### src/design/prnb_link_insert.sv
// Epsilon-link insertion for one node; a link that finds no free slot is flagged.
`timescale 1ns / 1ps

module prnb_link_insert #(
	parameter int NW = 8
) (
	input  logic          ea_valid,
	input  logic [NW-1:0] ea_to,
	input  logic          eb_valid,
	input  logic [NW-1:0] eb_to,
	input  logic          add_first,
	input  logic [NW-1:0] first_to,
	input  logic          add_second,
	input  logic [NW-1:0] second_to,
	output logic          new_ea_valid,
	output logic [NW-1:0] new_ea_to,
	output logic          new_eb_valid,
	output logic [NW-1:0] new_eb_to,
	output logic          dropped
);

	logic          a_v;
	logic [NW-1:0] a_t;
	logic          b_v;
	logic [NW-1:0] b_t;
	logic          drop;

	always_comb begin
		a_v  = ea_valid;
		a_t  = ea_to;
		b_v  = eb_valid;
		b_t  = eb_to;
		drop = 1'b0;
		// The first link is placed before the second one looks for a slot.
		if (add_first) begin
			priority if (!a_v) begin
				a_v = 1'b1;
				a_t = first_to;
			end else if (!b_v) begin
				b_v = 1'b1;
				b_t = first_to;
			end else begin
				drop = 1'b1;
			end
		end
		if (add_second) begin
			priority if (!a_v) begin
				a_v = 1'b1;
				a_t = second_to;
			end else if (!b_v) begin
				b_v = 1'b1;
				b_t = second_to;
			end else begin
				drop = 1'b1;
			end
		end
	end

	assign new_ea_valid = a_v;
	assign new_ea_to    = a_t;
	assign new_eb_valid = b_v;
	assign new_eb_to    = b_t;
	assign dropped      = drop;

endmodule

### config.mk
export PLATFORM = sky130hd
export DESIGN_NAME = prnb_link_insert
export DESIGN_NICKNAME = d
export VERILOG_FILES = /design/src/design/prnb_link_insert.sv
export SDC_FILE = /design/constraint.sdc
export NUM_CORES = 1
export LEC_CHECK = 0
export BUFFER_PORTS_ARGS = -buffer_cell sky130_fd_sc_hd__clkbuf_2
export CAP_MARGIN = 20
export CORE_AREA = 5 5 42 44
export DETAILED_ROUTE_END_ITERATION = 7
export DIE_AREA = 0 0 47 49
export PLACE_DENSITY_LB_ADDON = 0.2
export SLEW_MARGIN = 20
export SYNTH_ARGS = -nofsm -noshare
export SYNTH_HDL_FRONTEND = slang
export SYNTH_SLANG_ARGS = --single-unit
export TNS_END_PERCENT = 30
### constraint.sdc
create_clock -name vclk -period 1.6
set_clock_uncertainty 0.1 [all_clocks]
set_input_delay 0.16 -clock vclk [all_inputs]
set_output_delay 0.16 -clock vclk [all_outputs]
set_load 0.005 [all_outputs]
After elaboration in Yosys (flattened, before gate mapping)
Index checks and enable logic that the tools add are counted.
- output and inout bits: 19
- register bits after elaboration: 0
- word-level logic and storage cells: 22
- input bits: 36
- multiplexer cells: 22
- operators with widths (cell ; number):
    two-way mux 8 bit ; 10
    two-way mux 1 bit ; 12

Logic depth before layout (Yosys ltp)
Gate-level depths: netlist (run 1).
- depth in word-level cells: 6
- depth in mapped cells: 4
- mapped depth without buffers: 3

Worst setup path before layout (run 1)
Ideal clock, no wire load.
- kind: input to output
- start: input port add_first
- end: output port new_eb_to[0]
- path slack: 0.305 ns
- path buffers: 1
- arrival: 1.035 ns
- required time: 1.340 ns
- stages on the path: 4
- cells stage by stage: buf_2 nand3b_4 mux2_2 mux2_2
- longest elaborated chain between the ends: 4
- elaborated cells on any way between the ends: 6
- classes of those cells: mux (6)
- RTL lines (item ; RTL line ; RTL):
    start, declared ; 11 ; input logic add_first,
    two-way mux 8 bit / two-way mux 1 bit (equally long branches) ; 35 ; if (add_first) begin
    two-way mux 8 bit ; 50 ; end else if (!b_v) begin
    two-way mux 8 bit ; 47 ; priority if (!a_v) begin
    two-way mux 8 bit (*) ; 46 ; if (add_second) begin
    end, declared ; 18 ; output logic [NW-1:0] new_eb_to,
Every way passes the cells marked *; elsewhere a longest branch is shown, timed or not.

Worst setup path in the final report (run 1)
- start: input port eb_valid
- end: output port new_eb_to[1]
- longest elaborated chain between the ends: 6
- elaborated cells on any way between the ends: 8
- classes of those cells: mux (8)
- RTL lines (item ; RTL line ; RTL):
    start, declared ; 9 ; input logic eb_valid,
    two-way mux 8 bit ; 39 ; end else if (!b_v) begin
    two-way mux 8 bit ; 36 ; priority if (!a_v) begin
    two-way mux 8 bit ; 35 ;
    two-way mux 8 bit ; 50 ;
    two-way mux 8 bit ; 47 ;
    two-way mux 8 bit (*) ; 46 ;
Marks and branches as above.

==> results of run 1 <==
==> power breakdown <==
group	total [uW]	internal, uW	switching (uW)
sequential	0	0	0
clock	0	0	0
combinational	209	119	90.1
total	209	119	90.1
==> how the worst max path moves through the flow <==
stage               startpoint           end  slack, ns  cells past startpoint
finish                eb_valid  new_eb_to[1]       0.14                      5
global placement      ea_valid  new_eb_to[1]       0.13                      5
global route          ea_valid  new_eb_to[0]       0.06                      5
detailed placement    eb_valid  new_eb_to[1]       0.13                      5
CTS                   eb_valid  new_eb_to[1]       0.13                      5
floorplan            add_first  new_eb_to[0]       0.31                      4
==> cell type report <==
cell class / instances / area [um2] / area share
Multi-Input combinational cell: 54 / 415 / 0.555
Timing Repair Buffer: 60 / 313 / 0.418
Tap cell: 16 / 20.0 / 0.0268
==> metal layers <==
metal / wire length [um] / up-vias / global-route usage
li1: - / 336 / -
met1: 680 / 281 / 0.183
met2: 753 / 39 / 0.215
met3: 220 / 0 / 0.0111
met4: 0 / 0 / 0
met5: 0 / - / 0
==> synthesized netlist by cell type, drive strengths merged <==
cell,n,area [um2]
nand3b,2,31.3
mux2,16,180
maj3,1,10.0
or3,1,6.26
and3b,1,8.76
nor2b,1,6.26
nor2,1,3.75
a21oi,2,10.0
xor2,1,8.76
nand3,1,5.00
a22oi,7,52.6
clkbuf,1,3.75
o21bai,2,15.0
buf,3,15.0
o21ai,8,40.0
nand2,10,37.5
==> cells by family after synthesis <==
| logic type | Yosys count |
|---|---|
| buf+inv | 4 |
| simple gates | 17 |
| compound gates | 19 |
| xor+xnor | 1 |
| fa+ha+maj | 1 |
| mux | 16 |
==> metrics by stage <==
step	power (uW)	area [um2]	setup WS [ns]
floorplan	100	434	0.305
global placement	208	748	0.135
detailed placement	211	748	0.132
CTS	212	748	0.126
global route	230	748	0.0629
finish	209	748	0.136
==> flow_summary_export.csv, run 1 <==
group,metric,value,unit
outcome,outcome,"finished clean",
cells_and_area,nets,152,
cells_and_area,fin_util,0.534,
detailed_routing,drt_iter0_drc,4,
timing,min_period,1.46,ns
cells_and_area,antenna_cells,0,
logic_synthesis,synth_area,434,um2
power,powerDensity,279,nW/um2
floorplanning,dieArea,2300,um2
min_path,min_path_type,"in -> out",
min_path,hold_start,"ea_to[3]",
logic_synthesis,syn_area_per_cell,7.49,um2
placed_design,dp_cells,130,
grt,grt_overflow_total,0,
critical_path,end_kind,"primary output",
cells_and_area,mostFrequentLayoutCells,"clkbuf_2, mux2_2, nand2_1, o21ai_0, a22oi_1",
timing,slew_violations,0,
critical_path,worstPathRequired,1.34,ns
cells_and_area,stdcell_count,130,
grt,grt_pass1_wl,2340,um
clock_network,postCtsSetupBuffers,0,
min_path,hold_depth,4,
floorplanning,die_w,47,um
placed_design,gp_congestion,0.702,
cells_and_area,numSequentialCells,0,
clock_network,hold_buffers,0,
detailed_routing,dr.pass1.iters,4,
critical_path,crit_chain,"clkbuf_2, nand3b_4, mux2_2, mux2_2, clkbuf_2",
grt,antenna_found_initial,0,
cells_and_area,drive_above_1_share,0.684,
detailed_routing,vias,656,
cells_and_area,clock_buffers,0,
min_path,hold-path-endpoint,"new_ea_to[3]",
detailed_routing,antenna_left,0,
timing,hold_viol,0,
logic_synthesis,muxShareOfSynthArea,0.415,
critical_path,worst-path-buf-inv,2,
logic_synthesis,synth-compound-area-share,0.271,
logic_synthesis,yosysWarnings,0,
logic_synthesis,synth-simple-area-share,0.228,
cells_and_area,fill_cells,144,
power,p_leak,0.000424,uW
logic_synthesis,syn_inst,58,
cells_and_area,final-seq-area,0,um2
timing,tns,0,ns
logic_synthesis,synth_top_family_by_area,"multiplexers",
timing,rsz0062_at_grt,"no",
floorplanning,rows,14,
cells_and_area,final_common_cell,"clkbuf_2",
timing,timing.fmax,0.683,GHz
critical_path,path_class,"in -> out",
grt,grt_max_degree,10,
critical_path,slowest_delay,0.35,ns
floorplanning,die_y,49,um
floorplanning,pin_count,55,
grt,grt_pass1_vias,540,
logic_synthesis,ys_seq_area_frac,0,
logic_synthesis,synth_cell_type_count,17,
clock_network,cts_resized,0,
timing,setup_viol,0,
logic_synthesis,syn_nets,94,
floorplanning,start_util,0.310,
logic_synthesis,yosys.area_share.adder,0.0231,
timing,slew-limit-headroom,0.842,
detailed_routing,via_per_inst,5.05,
job,maxCapViolations,0,
placed_design,port_buffers,55,
detailed_routing,drcViolationCount,0,
critical_path,slowest_stage,"mux2_2",
detailed_routing,wl_per_cell,12.7,um
timing,fin_crit_sh,0.915,
critical_path,critical_path.max_fanout,8,
floorplanning,core,1400,um2
critical_path,crit_family,"multiplexers",
grt,gr-usage-all-layers,0.128,
timing,fin_hold_ws,0.495,ns
critical_path,crit_arrival,1.20,ns
detailed_routing,routed_wl,1660,um
power,vdd_drop_max,0.000120,V
critical_path,cp-start-kind,"input pin",
logic_synthesis,synth_xor_area_frac,0.0202,
timing,worst_slew_pin_slew,0.236,ns
cells_and_area,synthToLayoutAreaGrowth,72.3,%
(Power assumes the default switching activity.)
==> run 2: changes to the inputs <==
Settings changed: RECOVER_POWER set to 25.
==> run 2 against run 1 <==
Count of clock-buffer cells in the layout did not move. Cell area fell by 0.84%. Setup slack barely moved. Sequential share of layout area did not move.
==> flow_summary_export.csv, run 2 (synthesized netlist as in run 1, its figures left out) <==
group,metric,value,unit
critical_path,crit_chain,"clkbuf_2, nand3b_4, mux2_2, mux2_2, clkbuf_2",
critical_path,path_class,"in -> out",
detailed_routing,drcViolationCount,0,
grt,antenna_found_initial,0,
cells_and_area,mostFrequentLayoutCells,"clkbuf_2, mux2_2, nand2_1, o21ai_0, a22oi_1",
critical_path,cp-start-kind,"input pin",
cells_and_area,drive_above_1_share,0.675,
min_path,hold_start,"ea_to[3]",
timing,slew-limit-headroom,0.785,
detailed_routing,dr.pass1.iters,4,
cells_and_area,nets,152,
timing,hold_viol,0,
clock_network,cts_resized,0,
timing,min_period,1.46,ns
detailed_routing,via_per_inst,5.04,
floorplanning,start_util,0.310,
grt,grt_overflow_total,0,
detailed_routing,routed_wl,1650,um
floorplanning,pin_count,55,
critical_path,end_kind,"primary output",
critical_path,slowest_stage,"mux2_2",
clock_network,postCtsSetupBuffers,0,
grt,gr-usage-all-layers,0.128,
floorplanning,die_w,47,um
critical_path,crit_arrival,1.20,ns
cells_and_area,synthToLayoutAreaGrowth,70.9,%
placed_design,port_buffers,55,
cells_and_area,final-seq-area,0,um2
job,maxCapViolations,0,
power,p_leak,0.000420,uW
power,vdd_drop_max,0.000120,V
critical_path,worstPathRequired,1.34,ns
power,powerDensity,278,nW/um2
outcome,outcome,"finished clean",
timing,fin_crit_sh,0.915,
critical_path,crit_start,"eb_valid",
floorplanning,core,1400,um2
cells_and_area,antenna_cells,0,
timing,timing.fmax,0.683,GHz
cells_and_area,fill_cells,145,
floorplanning,die_y,49,um
cells_and_area,clock_buffers,0,
critical_path,slowest_delay,0.35,ns
detailed_routing,vias,655,
timing,layout_setup_ws,0.136,ns
grt,grt_pass1_vias,540,
placed_design,gp_congestion,0.702,
critical_path,critical_path.max_fanout,8,
cells_and_area,multiInputGateArea,415,um2
timing,rsz0062_at_grt,"no",
detailed_routing,antenna_left,0,
timing,slew_violations,0,
floorplanning,dieArea,2300,um2
timing,worst_slew_pin_slew,0.323,ns
placed_design,dp_slack,0.132,ns
timing,tns,0,ns
min_path,min_path_type,"in -> out",
cells_and_area,final_common_cell,"clkbuf_2",
clock_network,hold_buffers,0,
grt,grt_pass1_wl,2340,um
detailed_routing,wl_per_cell,12.7,um
cells_and_area,numSequentialCells,0,
floorplanning,rows,14,
cells_and_area,fin_util,0.529,
timing,setup_viol,0,
grt,grt_max_degree,10,
detailed_routing,drt_iter0_drc,3,
run 2: worst paths after layout:
path,end,cells past startpoint
worst min-delay path,new_ea_to[3],4
worst max-delay path,new_eb_to[1],5
run 2: layer usage:
layer | vias to the layer above | track usage | share of wire | wire length, um
met2 | 45 | 0.215 | 0.45 | 750
met3 | 0 | 0.0111 | 0.14 | 231
met4 | 0 | 0 | 0 | 0
li1 | 336 | - | - | -
met5 | - | 0 | 0 | 0
met1 | 274 | 0.183 | 0.41 | 668
run 2: power breakdown:
group	internal [uW]	switching [uW]	leakage (uW)
Clock	0	0	0
Sequential	0	0	0
Combinational	117	89.9	0.000420
Total	117	89.9	0.000420
run 2: layout make-up:
type,count,area share
tap,16,0.0270
timing repair buffer,60,0.413
multi-input combinational,54,0.560
run 2: through the flow:
step / total power [uW] / hold WS, ns / instances / area [um2]
after floorplan: 100 / 0.312 / 58 / 434
after global placement: 208 / 0.497 / 130 / 748
after detailed placement: 211 / 0.499 / 130 / 748
after CTS: 212 / 0.500 / 130 / 748
after global routing: 228 / 0.521 / 130 / 742
final: 207 / 0.495 / 130 / 742
run 2: critical path: cells and delay by family:
kind                   cells  cell delay (ns)
buffers and inverters      2             0.23
multiplexers               2             0.62
AND/OR/NAND/NOR            1             0.20
==> run 3: changes to the inputs <==
Settings changed: ABC_AREA set to 1, CORE_AREA 5 5 42 44 to unset, CORE_MARGIN set to 5, CORE_UTILIZATION set to 38, DIE_AREA 0 0 47 49 to unset, PLACE_DENSITY set to 0.88, PLACE_DENSITY_LB_ADDON 0.2 to unset.
==> run 3 against run 2 <==
Synthesized cell count increased by 120%. Utilization increased by 10 points. Largest power group unchanged. Sequential share of layout area unchanged. Cell area increased by 15%. Final cell count increased by 50%. Largest cell class unchanged. Fmax increased by 5.6%.
==> flow_summary_export.csv, run 3 <==
group,metric,value,unit
outcome,outcome,"finished clean",
placed_design,dp_cells,195,
logic_synthesis,yosys.area.top_type,"nand2_1",
critical_path,slowest_stage,"nor2_1",
cells_and_area,synthToLayoutAreaGrowth,52.9,%
floorplanning,core,1350,um2
logic_synthesis,yosysWarnings,0,
logic_synthesis,post-synth-top-count-cell,"nand2_1",
grt,grt_max_degree,11,
critical_path,crit_arrival,1.13,ns
timing,timing.fmax,0.721,GHz
cells_and_area,mostFrequentLayoutCells,"clkbuf_2, nand2_1, nand3_1, inv_1",
timing,min_period,1.39,ns
logic_synthesis,syn_area_per_cell,4.46,um2
timing,hold_viol,0,
floorplanning,rows,13,
grt,gr-usage-all-layers,0.151,
cells_and_area,antenna_cells,0,
floorplanning,pin_count,55,
grt,grt_pass1_wl,3230,um
detailed_routing,drcViolationCount,0,
clock_network,postCtsSetupBuffers,0,
critical_path,end_kind,"primary output",
grt,antenna_found_initial,0,
power,p_leak,0.000630,uW
cells_and_area,final-seq-area,0,um2
critical_path,slowest_delay,0.25,ns
cells_and_area,final_common_cell,"clkbuf_2",
floorplanning,die_w,48.3,um
logic_synthesis,syn_nets,161,
clock_network,hold_buffers,0,
cells_and_area,nets,218,
power,vdd_drop_max,0.000164,V
detailed_routing,wl_per_cell,9.85,um
logic_synthesis,syn_inst,125,
timing,setup_viol,0,
timing,slew-limit-headroom,0.690,
logic_synthesis,netlist.area_leader.share,0.343,
placed_design,place_area,856,um2
timing,slew_violations,0,
grt,grt_overflow_total,0,
timing,worst_slew_pin_slew,0.466,ns
logic_synthesis,ys_seq_area_frac,0,
logic_synthesis,synth_area_leaders,"nand2_1, nand3_1, inv_1",
placed_design,gp_congestion,0.787,
min_path,min_path_type,"in -> out",
floorplanning,dieArea,2330,um2
critical_path,worstPathRequired,1.34,ns
cells_and_area,fin_util,0.632,
timing,tns,0,ns
logic_synthesis,synth_cell_type_count,13,
detailed_routing,routed_wl,1920,um
floorplanning,die_y,48.3,um
critical_path,crit_family,"simple AND/OR/NAND/NOR gates",
floorplanning,start_util,0.413,
job,maxCapViolations,0,
placed_design,port_buffers,55,
critical_path,critical_path.max_fanout,10,
detailed_routing,via_per_inst,4.69,
critical_path,crit_chain,"clkbuf_2, nor2_1, buf_4, nand2_4, nand3_1, nand2_1, clkbuf_2",
timing,fin_hold_ws,0.534,ns
critical_path,worst-path-buf-inv,3,
clock_network,cts_resized,0,
logic_synthesis,synth_area,558,um2
timing,fin_crit_sh,0.867,
detailed_routing,dr.pass1.iters,4,
critical_path,cp-start-kind,"input pin",
cells_and_area,clock_buffers,0,
logic_synthesis,ys_top_cells_by_count,"nand2_1, nand3_1, inv_1",
cells_and_area,drive_above_1_share,0.361,
critical_path,path_class,"in -> out",
cells_and_area,numSequentialCells,0,
critical_path,crit_top_cell,"clkbuf_2",
detailed_routing,antenna_left,0,
detailed_routing,vias,914,
power,powerDensity,270,nW/um2
grt,grt_pass1_vias,774,
timing,rsz0062_at_grt,"no",
cells_and_area,stdcell_count,195,
detailed_routing,drt_iter0_drc,20,
placed_design,dpl.hpwl,1710,um
cells_and_area,finish.instance_area,853,um2
[run 3: layout make-up]
type	count	area [um2]
inverters	29	109
repair buffers	57	290
fillers	150	497
well taps	15	18.8
multi-input cells	94	435
[run 3: cells by family (layout without fill, tap and decap cells)]
logic type             Yosys count  count (layout)  synth area share
buffers and inverters           31              86             0.215
AND/OR/NAND/NOR                 92              92             0.760
AO/OA/AOI/OAI                    2               2            0.0247
[run 3: path summary, 6_finish.rpt]
path,start,to,slack [ns],depth (start not counted)
setup / recovery,ea_valid,new_ea_to[6],0.21,7
hold / removal,second_to[1],new_eb_to[1],0.53,4
[run 3: metrics by stage]
stage | setup slack (ns) | total power (uW)
6_report | 0.213 | 231
5_1_grt | 0.0990 | 263
4_1_cts | 0.221 | 233
3_5_place_dp | 0.222 | 232
3_3_place_gp | 0.291 | 227
2_1_floorplan | 0.622 | 118
[run 3: tightest hold or removal path, cell delays in order]
cell and delay, ns:
clkbuf_2 0.09, nand3_1 0.07, nand2_1 0.05, clkbuf_2 0.10
[run 3: where the power goes]
group | leakage [uW] | switching [uW] | total (uW) | internal [uW]
clock network | 0 | 0 | 0 | 0
logic | 0.000630 | 126 | 231 | 105
registers | 0 | 0 | 0 | 0
total | 0.000630 | 126 | 231 | 105
[run 3: per-layer routing]
layer / vias to the layer above / global-route usage / routed length (um)
met1: 377 / 0.205 / 804
met2: 44 / 0.250 / 908
met4: 0 / 0 / 8
met3: 2 / 0.0398 / 200
met5: - / 0 / 0
li1: 491 / - / -
